--- src/rtl/ctbq_pkg.sv ---
`default_nettype none

package ctbq_pkg;

	// input item selector, travels on the slave tuser
	typedef enum logic [2:0] {
		ACT_INIT    = 3'd0,
		ACT_SEND    = 3'd1,
		ACT_FLUSH   = 3'd2,
		ACT_CLRSYNC = 3'd3,
		ACT_STATUS  = 3'd4
	} action_t;

	localparam logic [1:0] RC_OK       = 2'd0;
	localparam logic [1:0] RC_ILLEGAL  = 2'd1;
	localparam logic [1:0] RC_OVERFLOW = 2'd2;

	// error flag bit positions
	localparam int EB_TX_WARN    = 0;
	localparam int EB_TX_PASSIVE = 1;
	localparam int EB_BUS_OFF    = 2;
	localparam int EB_TX_OVF     = 3;
	localparam int EB_PDO_LATE   = 4;
	localparam int EB_RX_WARN    = 5;
	localparam int EB_RX_PASSIVE = 6;

	localparam logic [11:0] ID_MASK   = 12'h7ff;
	localparam logic [11:0] RTR_BIT   = 12'h800;
	localparam logic [3:0]  MAX_BYTES = 4'd8;
	localparam int          MAX_OUT   = 16;

	localparam int S_TDATA_W = 96;
	localparam int M_TDATA_W = 96;

	// controller -> datapath
	typedef struct packed {
		logic capture;
		logic single;
		logic fl_begin;
		logic fl_read;
		logic fl_emit;
		logic last_frame;
		logic fl_empty;
		logic cs_begin;
		logic cs_step;
		logic cs_finish;
	} ctbq_cmd_t;

	// datapath -> controller
	typedef struct packed {
		action_t    action;
		logic       hit;
		logic [4:0] lim;
		logic       out_free;
	} ctbq_sts_t;

	// keeps bytes below len, len of 8 or more keeps all
	function automatic logic [63:0] byte_mask(input logic [3:0] len);
		logic [63:0] m;
		m = '0;
		for (int b = 0; b < 8; b++) begin
			m[8*b +: 8] = ({1'b0, 3'(b)} < len) ? 8'hff : 8'h00;
		end
		return m;
	endfunction

endpackage

`default_nettype wire

--- src/rtl/ctbq_ram.sv ---
`default_nettype none

module ctbq_ram #(
	parameter int WIDTH = 64,
	parameter int DEPTH = 16,
	parameter int AW    = (DEPTH > 1) ? $clog2(DEPTH) : 1
) (
	input  wire logic             clk,
	input  wire logic             we,
	input  wire logic [AW-1:0]    waddr,
	input  wire logic [WIDTH-1:0] wdata,
	input  wire logic             re,
	input  wire logic [AW-1:0]    raddr,
	output logic      [WIDTH-1:0] rdata
);

	logic [WIDTH-1:0] mem_q [DEPTH];

	always_ff @(posedge clk) begin
		if (we) begin
			mem_q[waddr] <= wdata;
		end
		if (re) begin
			rdata <= mem_q[raddr];
		end
	end

endmodule

`default_nettype wire

--- src/rtl/ctbq_ctrl.sv ---
`default_nettype none

module ctbq_ctrl #(
	parameter int TX_ENTRIES = 16,
	parameter int CW = $clog2(TX_ENTRIES + 1)
) (
	input  wire logic               clk,
	input  wire logic               arst_n,
	input  wire logic               s_axis_tvalid,
	output logic                    s_axis_tready,
	input  wire ctbq_pkg::ctbq_sts_t sts,
	output ctbq_pkg::ctbq_cmd_t     cmd,
	output logic [CW-1:0]           walk
);
	import ctbq_pkg::*;

	typedef enum logic [2:0] {
		ST_IDLE,
		ST_DISPATCH,
		ST_SINGLE,
		ST_FL_SCAN,
		ST_FL_EMIT,
		ST_FL_EMPTY,
		ST_CS_WALK,
		ST_CS_DONE
	} state_t;

	state_t        state_q;
	logic [CW-1:0] walk_q;
	logic [4:0]    cnt_q;
	logic          fl_done;

	assign walk          = walk_q;
	assign s_axis_tready = (state_q == ST_IDLE);
	assign fl_done       = (cnt_q == sts.lim) || (walk_q == CW'(TX_ENTRIES));

	always_comb begin
		cmd            = '0;
		cmd.capture    = (state_q == ST_IDLE) && s_axis_tvalid;
		cmd.single     = (state_q == ST_SINGLE) && sts.out_free;
		cmd.fl_begin   = (state_q == ST_DISPATCH) && (sts.action == ACT_FLUSH);
		cmd.cs_begin   = (state_q == ST_DISPATCH) && (sts.action == ACT_CLRSYNC);
		cmd.fl_read    = (state_q == ST_FL_SCAN) && !fl_done && sts.hit;
		cmd.fl_emit    = (state_q == ST_FL_EMIT) && sts.out_free;
		cmd.last_frame = (5'(cnt_q + 5'd1) == sts.lim);
		cmd.fl_empty   = (state_q == ST_FL_EMPTY) && sts.out_free;
		cmd.cs_step    = (state_q == ST_CS_WALK);
		cmd.cs_finish  = (state_q == ST_CS_DONE) && sts.out_free;
	end

	always_ff @(posedge clk or negedge arst_n) begin
		if (!arst_n) begin
			state_q <= ST_IDLE;
			walk_q  <= '0;
			cnt_q   <= '0;
		end else begin
			case (state_q)
				ST_IDLE: begin
					if (s_axis_tvalid) begin
						state_q <= ST_DISPATCH;
					end
				end
				ST_DISPATCH: begin
					walk_q <= '0;
					cnt_q  <= '0;
					case (sts.action)
						ACT_FLUSH:   state_q <= ST_FL_SCAN;
						ACT_CLRSYNC: state_q <= ST_CS_WALK;
						default:     state_q <= ST_SINGLE;
					endcase
				end
				ST_SINGLE: begin
					if (sts.out_free) begin
						state_q <= ST_IDLE;
					end
				end
				ST_FL_SCAN: begin
					if (fl_done) begin
						state_q <= (cnt_q == 5'd0) ? ST_FL_EMPTY : ST_IDLE;
					end else if (sts.hit) begin
						state_q <= ST_FL_EMIT;
					end else begin
						walk_q <= walk_q + CW'(1);
					end
				end
				ST_FL_EMIT: begin
					if (sts.out_free) begin
						cnt_q   <= cnt_q + 5'd1;
						walk_q  <= walk_q + CW'(1);
						state_q <= ST_FL_SCAN;
					end
				end
				ST_FL_EMPTY: begin
					if (sts.out_free) begin
						state_q <= ST_IDLE;
					end
				end
				ST_CS_WALK: begin
					walk_q <= walk_q + CW'(1);
					if (walk_q == CW'(TX_ENTRIES - 1)) begin
						state_q <= ST_CS_DONE;
					end
				end
				ST_CS_DONE: begin
					if (sts.out_free) begin
						state_q <= ST_IDLE;
					end
				end
				default: state_q <= ST_IDLE;
			endcase
		end
	end

`ifndef SYNTHESIS
	// never emit more frames than the limit taken at flush start
	a_flush_count: assert property (@(posedge clk) disable iff (!arst_n)
		state_q == ST_FL_EMIT |-> cnt_q < sts.lim)
		else $error("flush emits beyond its limit");

	// clear-sync walk stays within the table
	a_cs_range: assert property (@(posedge clk) disable iff (!arst_n)
		state_q == ST_CS_WALK |-> walk_q < CW'(TX_ENTRIES))
		else $error("clear-sync walk out of range");

	// the walk pointer stops one past the last entry
	a_walk_range: assert property (@(posedge clk) disable iff (!arst_n)
		walk_q <= CW'(TX_ENTRIES))
		else $error("walk pointer out of range");
`endif

endmodule

`default_nettype wire

--- src/rtl/ctbq_dpath.sv ---
`default_nettype none

module ctbq_dpath #(
	parameter int TX_ENTRIES = 16,
	parameter int CW = $clog2(TX_ENTRIES + 1),
	parameter int IW = (TX_ENTRIES > 1) ? $clog2(TX_ENTRIES) : 1
) (
	input  wire logic                           clk,
	input  wire logic                           arst_n,
	input  wire logic [ctbq_pkg::S_TDATA_W-1:0] s_axis_tdata,
	input  wire logic [2:0]                     s_axis_tuser,
	output logic                                m_axis_tvalid,
	input  wire logic                           m_axis_tready,
	output logic [ctbq_pkg::M_TDATA_W-1:0]      m_axis_tdata,
	output logic                                m_axis_tuser,
	output logic                                m_axis_tlast,
	input  wire ctbq_pkg::ctbq_cmd_t            cmd,
	output ctbq_pkg::ctbq_sts_t                 sts,
	input  wire logic [CW-1:0]                  walk
);
	import ctbq_pkg::*;

	// captured item
	action_t     act_q;
	logic [3:0]  idx_q;
	logic [10:0] ident_q;
	logic        rtr_q;
	logic [3:0]  len_q;
	logic        sync_q;
	logic [63:0] payload_q;
	logic [4:0]  fifo_q;
	logic        boff_q;
	logic        warn_q;
	logic        pass_q;

	// entry table, bytes live in the RAM
	logic [11:0] id_q       [TX_ENTRIES];
	logic [3:0]  len_tab_q  [TX_ENTRIES];
	logic        pend_q     [TX_ENTRIES];
	logic        sync_tab_q [TX_ENTRIES];

	logic [CW-1:0] pt_q;
	logic          inhibit_q;
	logic          first_q;
	logic [6:0]    ef_q;
	logic          late_q;
	logic [4:0]    lim_q;
	logic [CW-1:0] endq_q;

	logic          m_tvalid_q;
	logic          o_fvalid_q;
	logic [10:0]   o_ident_q;
	logic [3:0]    o_len_q;
	logic [63:0]   o_data_q;
	logic [1:0]    o_code_q;
	logic [6:0]    o_ef_q;
	logic [4:0]    o_queued_q;
	logic          o_recover_q;
	logic          o_last_q;

	logic [IW-1:0] sa;
	logic [IW-1:0] wa;
	logic          idx_ok;
	logic          out_free;
	logic          out_load;
	logic          cs_hit;
	logic [63:0]   ram_rd;
	logic          ram_we;

	logic          init_wr;
	logic          pend_set;
	logic          pend_clr_sa;
	logic          emit;
	logic [1:0]    code_d;
	logic [6:0]    ef_d;
	logic [CW-1:0] pt_d;
	logic          inhibit_d;
	logic          first_d;
	logic [4:0]    lim_d;

	logic          o_fvalid_d;
	logic [10:0]   o_ident_d;
	logic [3:0]    o_len_d;
	logic [63:0]   o_data_d;
	logic [1:0]    o_code_d;
	logic [6:0]    o_ef_d;
	logic [4:0]    o_queued_d;
	logic          o_recover_d;
	logic          o_last_d;

	assign sa       = IW'(idx_q);
	assign wa       = walk[IW-1:0];
	assign idx_ok   = int'(idx_q) < TX_ENTRIES;
	assign out_free = !m_tvalid_q || m_axis_tready;
	assign out_load = cmd.single || cmd.fl_emit || cmd.fl_empty || cmd.cs_finish;
	assign cs_hit   = pend_q[wa] && sync_tab_q[wa];

	assign sts.action   = act_q;
	assign sts.hit      = pend_q[wa];
	assign sts.lim      = lim_q;
	assign sts.out_free = out_free;

	ctbq_ram #(
		.WIDTH (64),
		.DEPTH (TX_ENTRIES)
	) u_bytes (
		.clk   (clk),
		.we    (ram_we),
		.waddr (sa),
		.wdata (payload_q),
		.re    (cmd.fl_read),
		.raddr (wa),
		.rdata (ram_rd)
	);

	// flush limit: frames pending, FIFO room and per-step cap
	always_comb begin
		int l;
		l = (int'(pt_q) < int'(fifo_q)) ? int'(pt_q) : int'(fifo_q);
		if (l > MAX_OUT) begin
			l = MAX_OUT;
		end
		lim_d = 5'(l);
	end

	// next state of the scalar state
	always_comb begin
		init_wr     = 1'b0;
		pend_set    = 1'b0;
		pend_clr_sa = 1'b0;
		emit        = 1'b0;
		ram_we      = 1'b0;
		code_d      = RC_OK;
		ef_d        = ef_q;
		pt_d        = pt_q;
		inhibit_d   = inhibit_q;
		first_d     = first_q;
		if (cmd.single) begin
			case (act_q)
				ACT_INIT: begin
					if (!idx_ok || len_q > MAX_BYTES) begin
						code_d = RC_ILLEGAL;
					end else begin
						init_wr = 1'b1;
						if (pend_q[sa]) begin
							pend_clr_sa = 1'b1;
							pt_d        = pt_q - CW'(1);
						end
					end
				end
				ACT_SEND: begin
					if (!idx_ok || (id_q[sa] & RTR_BIT) != 12'd0) begin
						code_d = RC_ILLEGAL;
					end else begin
						ram_we = 1'b1;
						if (pend_q[sa]) begin
							code_d = RC_OVERFLOW;
							if (!first_q) begin
								ef_d[EB_TX_OVF] = 1'b1;
							end
						end
						if (pt_q == '0 && fifo_q != 5'd0) begin
							emit      = 1'b1;
							inhibit_d = sync_tab_q[sa];
							first_d   = 1'b0;
						end else if (!pend_q[sa]) begin
							pend_set = 1'b1;
							pt_d     = pt_q + CW'(1);
						end
					end
				end
				ACT_STATUS: begin
					ef_d[EB_TX_WARN]    = warn_q;
					ef_d[EB_RX_WARN]    = warn_q;
					ef_d[EB_TX_PASSIVE] = pass_q;
					ef_d[EB_RX_PASSIVE] = pass_q;
					ef_d[EB_BUS_OFF]    = boff_q;
				end
				default: code_d = RC_ILLEGAL;
			endcase
		end
		if (cmd.fl_emit) begin
			pt_d      = pt_q - CW'(1);
			inhibit_d = sync_tab_q[wa];
			first_d   = 1'b0;
		end
		if (cmd.cs_begin) begin
			inhibit_d = 1'b0;
		end
		if (cmd.cs_step && cs_hit) begin
			pt_d = pt_q - CW'(1);
		end
		if (cmd.cs_finish && late_q) begin
			ef_d[EB_PDO_LATE] = 1'b1;
		end
	end

	// result content
	always_comb begin
		o_fvalid_d  = 1'b0;
		o_ident_d   = '0;
		o_len_d     = '0;
		o_data_d    = '0;
		o_code_d    = code_d;
		o_ef_d      = ef_d;
		o_queued_d  = 5'(pt_d);
		o_recover_d = 1'b0;
		o_last_d    = 1'b1;
		if (cmd.single) begin
			o_recover_d = (act_q == ACT_STATUS) && boff_q;
			if (emit) begin
				o_fvalid_d = 1'b1;
				o_ident_d  = 11'(id_q[sa] & ID_MASK);
				o_len_d    = len_tab_q[sa];
				o_data_d   = payload_q & byte_mask(len_tab_q[sa]);
			end
		end
		if (cmd.fl_emit) begin
			o_fvalid_d = 1'b1;
			o_ident_d  = 11'(id_q[wa] & ID_MASK);
			o_len_d    = len_tab_q[wa];
			o_data_d   = ram_rd & byte_mask(len_tab_q[wa]);
			o_queued_d = 5'(endq_q);
			o_last_d   = cmd.last_frame;
		end
	end

	always_ff @(posedge clk) begin
		if (cmd.capture) begin
			act_q     <= action_t'(s_axis_tuser);
			idx_q     <= s_axis_tdata[3:0];
			ident_q   <= s_axis_tdata[14:4];
			rtr_q     <= s_axis_tdata[15];
			len_q     <= s_axis_tdata[19:16];
			sync_q    <= s_axis_tdata[20];
			payload_q <= s_axis_tdata[84:21];
			fifo_q    <= s_axis_tdata[89:85];
			boff_q    <= s_axis_tdata[90];
			warn_q    <= s_axis_tdata[91];
			pass_q    <= s_axis_tdata[92];
		end
		if (cmd.fl_begin) begin
			lim_q  <= lim_d;
			endq_q <= pt_q - CW'(lim_d);
		end
		if (out_load) begin
			o_fvalid_q  <= o_fvalid_d;
			o_ident_q   <= o_ident_d;
			o_len_q     <= o_len_d;
			o_data_q    <= o_data_d;
			o_code_q    <= o_code_d;
			o_ef_q      <= o_ef_d;
			o_queued_q  <= o_queued_d;
			o_recover_q <= o_recover_d;
			o_last_q    <= o_last_d;
		end
	end

	always_ff @(posedge clk or negedge arst_n) begin
		if (!arst_n) begin
			for (int i = 0; i < TX_ENTRIES; i++) begin
				id_q[i]       <= '0;
				len_tab_q[i]  <= '0;
				pend_q[i]     <= 1'b0;
				sync_tab_q[i] <= 1'b0;
			end
			pt_q       <= '0;
			inhibit_q  <= 1'b0;
			first_q    <= 1'b1;
			ef_q       <= '0;
			late_q     <= 1'b0;
			m_tvalid_q <= 1'b0;
		end else begin
			if (init_wr) begin
				id_q[sa]       <= {rtr_q, ident_q};
				len_tab_q[sa]  <= len_q;
				sync_tab_q[sa] <= sync_q;
			end
			if (pend_set) begin
				pend_q[sa] <= 1'b1;
			end
			if (pend_clr_sa) begin
				pend_q[sa] <= 1'b0;
			end
			if (cmd.fl_emit || (cmd.cs_step && cs_hit)) begin
				pend_q[wa] <= 1'b0;
			end
			if (cmd.cs_begin) begin
				late_q <= inhibit_q;
			end else if (cmd.cs_step && cs_hit) begin
				late_q <= 1'b1;
			end
			pt_q      <= pt_d;
			inhibit_q <= inhibit_d;
			first_q   <= first_d;
			ef_q      <= ef_d;
			if (out_load) begin
				m_tvalid_q <= 1'b1;
			end else if (m_axis_tready) begin
				m_tvalid_q <= 1'b0;
			end
		end
	end

	assign m_axis_tvalid = m_tvalid_q;
	assign m_axis_tuser  = o_fvalid_q;
	assign m_axis_tlast  = o_last_q;
	assign m_axis_tdata  = {2'b00, o_recover_q, o_queued_q, o_ef_q, o_code_q,
		o_data_q, o_len_q, o_ident_q};

`ifndef SYNTHESIS
	// pending count can never pass the table size
	a_pt_range: assert property (@(posedge clk) disable iff (!arst_n)
		pt_q <= CW'(TX_ENTRIES))
		else $error("pending count out of range");

	// a result is only loaded when the output stage can take it
	a_load_free: assert property (@(posedge clk) disable iff (!arst_n)
		out_load |-> (!m_tvalid_q || m_axis_tready))
		else $error("result overwritten before transfer");

	// a frame on its way out never claims more than eight bytes
	a_frame_len: assert property (@(posedge clk) disable iff (!arst_n)
		m_tvalid_q && o_fvalid_q |-> o_len_q <= MAX_BYTES)
		else $error("frame length above eight");
`endif

endmodule

`default_nettype wire

--- src/rtl/can_tx_buffer_queue.sv ---
// Transmit buffer queue for a classic CAN driver.
// Slave stream: one transaction per action. tuser carries the action code,
// tdata the arguments. Master stream: one transaction per frame handed to
// the hardware FIFO, or a single frame-less transaction (tuser low) when the
// action sends nothing; tlast marks the final transaction of an action.
// Status fields (result code, error bits, queue count, recovery request)
// in every transaction of an action show the state at the end of it.
// Timing: one action at a time. Init, send, status and illegal actions pass
// the dispatch and single states from acceptance to the result in the output
// register, the single state waiting while the output register is full; the
// next action is taken only after the result is loaded. A flush walks the
// table one entry per cycle, stopping at each pending entry for the
// registered data RAM read and its frame. Clear-sync walks the whole table,
// clearing the pending entries that carry the sync flag.
// The slave side is ready again in the cycle after the last result is loaded
// (after a further scan state if a flush sent frames), while the result may
// still wait in the output register. When the receiver stalls, a flush holds
// with the next frame ready and the table untouched until it is taken.
// Reset clears the table, queue count and flags; the first-message flag is
// set. The data RAM holds no reset value: bytes are written by each send.
`default_nettype none

module can_tx_buffer_queue #(
	parameter int TX_ENTRIES = 16
) (
	input  wire logic        clk,
	input  wire logic        arst_n,
	// slave side: one action per transaction
	input  wire logic        s_axis_tvalid,
	output logic             s_axis_tready,
	// index[3:0] ident[14:4] rtr[15] length[19:16] sync_flag[20]
	// payload[84:21] fifo_free[89:85] bus_off[90] warning[91]
	// error_passive[92], zero pad [95:93]
	input  wire logic [95:0] s_axis_tdata,
	// action[2:0]
	input  wire logic [2:0]  s_axis_tuser,
	// master side: results
	output logic             m_axis_tvalid,
	input  wire logic        m_axis_tready,
	// frame_ident[10:0] frame_length[14:11] frame_data[78:15]
	// result_code[80:79] error_bits[87:81] queued[92:88]
	// recover_request[93], zero pad [95:94]
	output logic [95:0]      m_axis_tdata,
	// frame_valid
	output logic             m_axis_tuser,
	output logic             m_axis_tlast
);
	import ctbq_pkg::*;

	localparam int CW = $clog2(TX_ENTRIES + 1);

	ctbq_cmd_t     cmd;
	ctbq_sts_t     sts;
	logic [CW-1:0] walk;

	// sequencer: handshake on the slave side, table walks, flush counting
	ctbq_ctrl #(
		.TX_ENTRIES (TX_ENTRIES)
	) u_ctrl (
		.clk           (clk),
		.arst_n        (arst_n),
		.s_axis_tvalid (s_axis_tvalid),
		.s_axis_tready (s_axis_tready),
		.sts           (sts),
		.cmd           (cmd),
		.walk          (walk)
	);

	// entry table, flags, data RAM and the output register
	ctbq_dpath #(
		.TX_ENTRIES (TX_ENTRIES)
	) u_dpath (
		.clk           (clk),
		.arst_n        (arst_n),
		.s_axis_tdata  (s_axis_tdata),
		.s_axis_tuser  (s_axis_tuser),
		.m_axis_tvalid (m_axis_tvalid),
		.m_axis_tready (m_axis_tready),
		.m_axis_tdata  (m_axis_tdata),
		.m_axis_tuser  (m_axis_tuser),
		.m_axis_tlast  (m_axis_tlast),
		.cmd           (cmd),
		.sts           (sts),
		.walk          (walk)
	);

endmodule

`default_nettype wire
--- config.mk ---
export PLATFORM = sky130hd
export DESIGN_NAME = can_tx_buffer_queue
export DESIGN_NICKNAME = d
export VERILOG_FILES = /design/src/rtl/ctbq_pkg.sv /design/src/rtl/ctbq_ram.sv /design/src/rtl/ctbq_ctrl.sv /design/src/rtl/ctbq_dpath.sv /design/src/rtl/can_tx_buffer_queue.sv
export SDC_FILE = /design/constraint.sdc
export NUM_CORES = 2
export LEC_CHECK = 0
export BUFFER_PORTS_ARGS = -buffer_cell sky130_fd_sc_hd__buf_2
export CAP_MARGIN = 5
export CORE_MARGIN = 2
export CORE_UTILIZATION = 62
export CTS_CLUSTER_SIZE = 40
export DETAILED_ROUTE_END_ITERATION = 8
export PLACE_DENSITY_LB_ADDON = 0.3
export SLEW_MARGIN = 10
export SYNTH_ARGS = -nofsm -noshare
export SYNTH_HDL_FRONTEND = slang
export SYNTH_SLANG_ARGS = --single-unit
--- constraint.sdc ---
create_clock -name clk -period 11.1 [get_ports clk]
set_clock_uncertainty 0.2 [all_clocks]
set_input_delay 1.11 -clock clk [delete_from_list [all_inputs] [get_ports clk]]
set_output_delay 1.11 -clock clk [all_outputs]
set_load 0.05 [all_outputs]
==> impl_metrics.toml <==
[outcome]
status = "finished, final reports clean"

[floorplanning]
rows = 118
core_region_area_um2 = 104000
die_y_um = 328
die-area_um2 = 108000
initial_core_util = 0.627
die_w_um = 328
io_pins = 203

[logic_synthesis]
synth_cell_types = 74
ys_ff_latch = 1607
syn_avg_cell_area_um2 = 21.1
synth_warnings = 0
ys.flop_type = "edfxtp_1"
synthArstFlopShare = 0.197
synthCells = 3090
seq_area_frac_synth = 0.717
synth-edff-count = 1290
syn_area_um2 = 65100

[clocking]
cts.path.max_buffers = 3
clockRootBuffer = "clkbuf_16"
cts_made_buffers = 158
clock-sinks = 1607
clk_pin_slew_ns = 0.06
cts_tree = "built"
ctsHoldBuffers = 0
cts_setup_buffers = 0
cts_max_level = 4
worst_skew_pair.late_latency_ns = 0.76
post_cts_resized = 0

[global_routing]
grt_pass1_wl_um = 243000
grtUsageMet3 = 0.0673
grt_start_max_net_pins = 190
grt.overflow.total = 0
grt_usage = 0.314
antenna_found_initial = 9
busiest_layer = "met2"
grt_util_met2 = 0.523
grt_pass1_vias = 35500
use_met1 = 0.411

[placed_design]
hpwl_um = 80400
gp_congestion = 0.882
placed_area_um2 = 67700
port-buffer-count = 197

[worst_setup_path]
critPathLaunchType = "flip-flop"
slowest_delay_ns = 0.87
worstSetupPathType = "flip-flop to flip-flop"
worstPathMaxFanout = 54
cp_slowest_cell = "buf_4"
worstPathRequired_ns = 11.29
arrival_ns = 5.14
path_common_cell = "buf_4"
critPathBufInv = 3
worst_setup_path_end_kind = "flip-flop"
crit_chain = "buf_4 -> mux4_2 -> mux2i_1 -> mux2_2 -> nand2_1 -> buf_4 -> nor2_4 -> buf_4"
path_delay_family = "buffers and inverters"

[layout]
fillers = 5976
fin_util = 0.703
finalNetCount = 3450
areaGrowthSynthToFinish_pct = 12.1
layout_commonest_cell = "edfxtp_1"
final_area_um2 = 72900
drive_gt1_frac = 0.373
final_cell_mix = "1290 x edfxtp_1, 475 x mux4_2, 312 x dfrtp_1"

[timing]
slew_headroom = 0.0395
setup_tns_ns = 0
slew_violations = 0
setup-violations-final = 0
hold_violations = 0
worst_pin_slew_ns = 1.44
rsz0062_at_grt = "false"
period_share = 0.446
fmax_mhz = 202
period_minus_slack_ns = 4.95

[power]
irDropWorstVdd_uv = 183
cellLeakagePower_nw = 25.5
power_density_nw_per_um2 = 213

[flow_run]
drv_cap = 0

[routing]
ant_nets = 0
vias = 33900
viasPerCell = 7.01
drcViolationCount = 0
first_iter_violations = 4445
drt_first_pass_iters = 6
totalWireLength_um = 165000
wl_per_cell_um = 34.1

[min_path]
min_path_type = "input port to asynchronous set/reset pin"
## power by group
group | internal [mW] | switching, mW | total, mW
registers | 7.11 | 0.503 | 7.61
logic | 0.973 | 1.49 | 2.46
clock network | 3.11 | 2.33 | 5.45
total | 11.2 | 4.33 | 15.5
## state kept, by name, summed over array words and instances, names as in the netlist, 7 cells and up
signal,count
u_dpath.u_bytes.rdata,64
u_dpath.o_ident_q,11
u_dpath.o_ef_q,7
u_dpath.ident_q,11
u_dpath.len_tab_q,64
u_dpath.payload_q,64
u_dpath.pend_q,16
u_dpath.o_data_q,64
u_dpath.sync_tab_q,16
u_dpath.ef_q,7
u_dpath.id_q,192
u_dpath.u_bytes.mem_q,1024
## per-stage QoR
stage	hold WS (ns)	total power, mW	instances	setup slack (ns)
final	0.259	15.5	4838	6.15
after global placement	0.237	10.0	4547	6.24
after global routing	0.282	16.0	4838	5.93
after floorplan	0.219	9.39	3091	3.61
after CTS	0.259	15.6	4836	6.11
after detailed placement	0.242	10.1	4547	6.13
## synth_stat cells (all sizes together) (4+ instances only)
library cell / count / area share
edfxtp: 1290 / 0.60
mux4: 488 / 0.17
dfrtp: 316 / 0.12
mux2: 286 / 0.049
clkbuf: 102 / 0.0059
buf: 86 / 0.0066
a22o: 78 / 0.010
nor2: 69 / 0.0040
nand2: 62 / 0.0036
o21ai: 31 / 0.0024
a21oi: 27 / 0.0021
inv: 23 / 0.0013
nor3: 20 / 0.0015
ha: 19 / 0.0037
nand3: 16 / 0.0012
and2: 15 / 0.0015
nor2b: 14 / 0.0013
mux2i: 13 / 0.0020
a22oi: 11 / 0.0013
xnor2: 11 / 0.0015
a21o: 9 / 0.0012
a32oi: 7 / 0.00094
and3: 7 / 0.00067
nand2b: 7 / 0.00067
or2: 7 / 0.00071
xor2: 7 / 0.00094
a31oi: 6 / 0.00058
a221oi: 5 / 0.00067
nand4: 5 / 0.00048
o31ai: 5 / 0.00058
a211oi: 4 / 0.00046
nor4b: 4 / 0.00054
o22ai: 4 / 0.00038
## kinds of logic after synthesis
| family | synth area share |
|---|---|
| DFF | 0.717 |
| muxes | 0.221 |
| and+or+nand+nor | 0.0176 |
| buffers and inverters | 0.0138 |
| AOI/OAI and AO/OA | 0.0239 |
| adders and majority gates | 0.00396 |
| xor gates and xnor gates | 0.00242 |
| other | 0.0000576 |
## path summary, 6_finish.rpt
| kind | end | slack, ns | from | cells past startpoint |
|---|---|---|---|---|
| worst min register to register | u_dpath.ef_q[3] | 0.26 | u_dpath.ef_q[3] | 1 |
| worst max register to register | u_dpath.u_bytes.mem_q[12][51] | 6.15 | u_dpath.idx_q[0] | 8 |
| worst max-delay path | u_dpath.u_bytes.mem_q[12][51] | 6.15 | u_dpath.idx_q[0] | 8 |
| max in group asynchronous | u_ctrl.walk[3] | 8.71 | arst_n | 2 |
| min in group clk | u_dpath.ef_q[3] | 0.26 | u_dpath.ef_q[3] | 1 |
| worst min-delay path | u_dpath.id_q[183] | 0.26 | arst_n | 1 |
## cell type report
cell class / count / area [µm²] / share of cell area
Sequential cell: 1607 / 46700 / 0.640
Multi-Input combinational cell: 1273 / 17600 / 0.242
Clock buffer: 198 / 4170 / 0.0571
Tap cell: 1380 / 1730 / 0.0237
Timing Repair Buffer: 264 / 1540 / 0.0211
Clock inverter: 91 / 1090 / 0.0149
Inverter: 23 / 86.3 / 0.00118
Antenna cell: 2 / 5.00 / 0.0000686
## layer usage
| layer | routed length, µm | share of wire |
|---|---|---|
| met1 | 58900 | 0.36 |
| met2 | 84900 | 0.51 |
| met3 | 14700 | 0.089 |
| met4 | 6420 | 0.039 |
| met5 | 42 | 0.00025 |
Note: power is estimated with default switching activity, not from simulation.
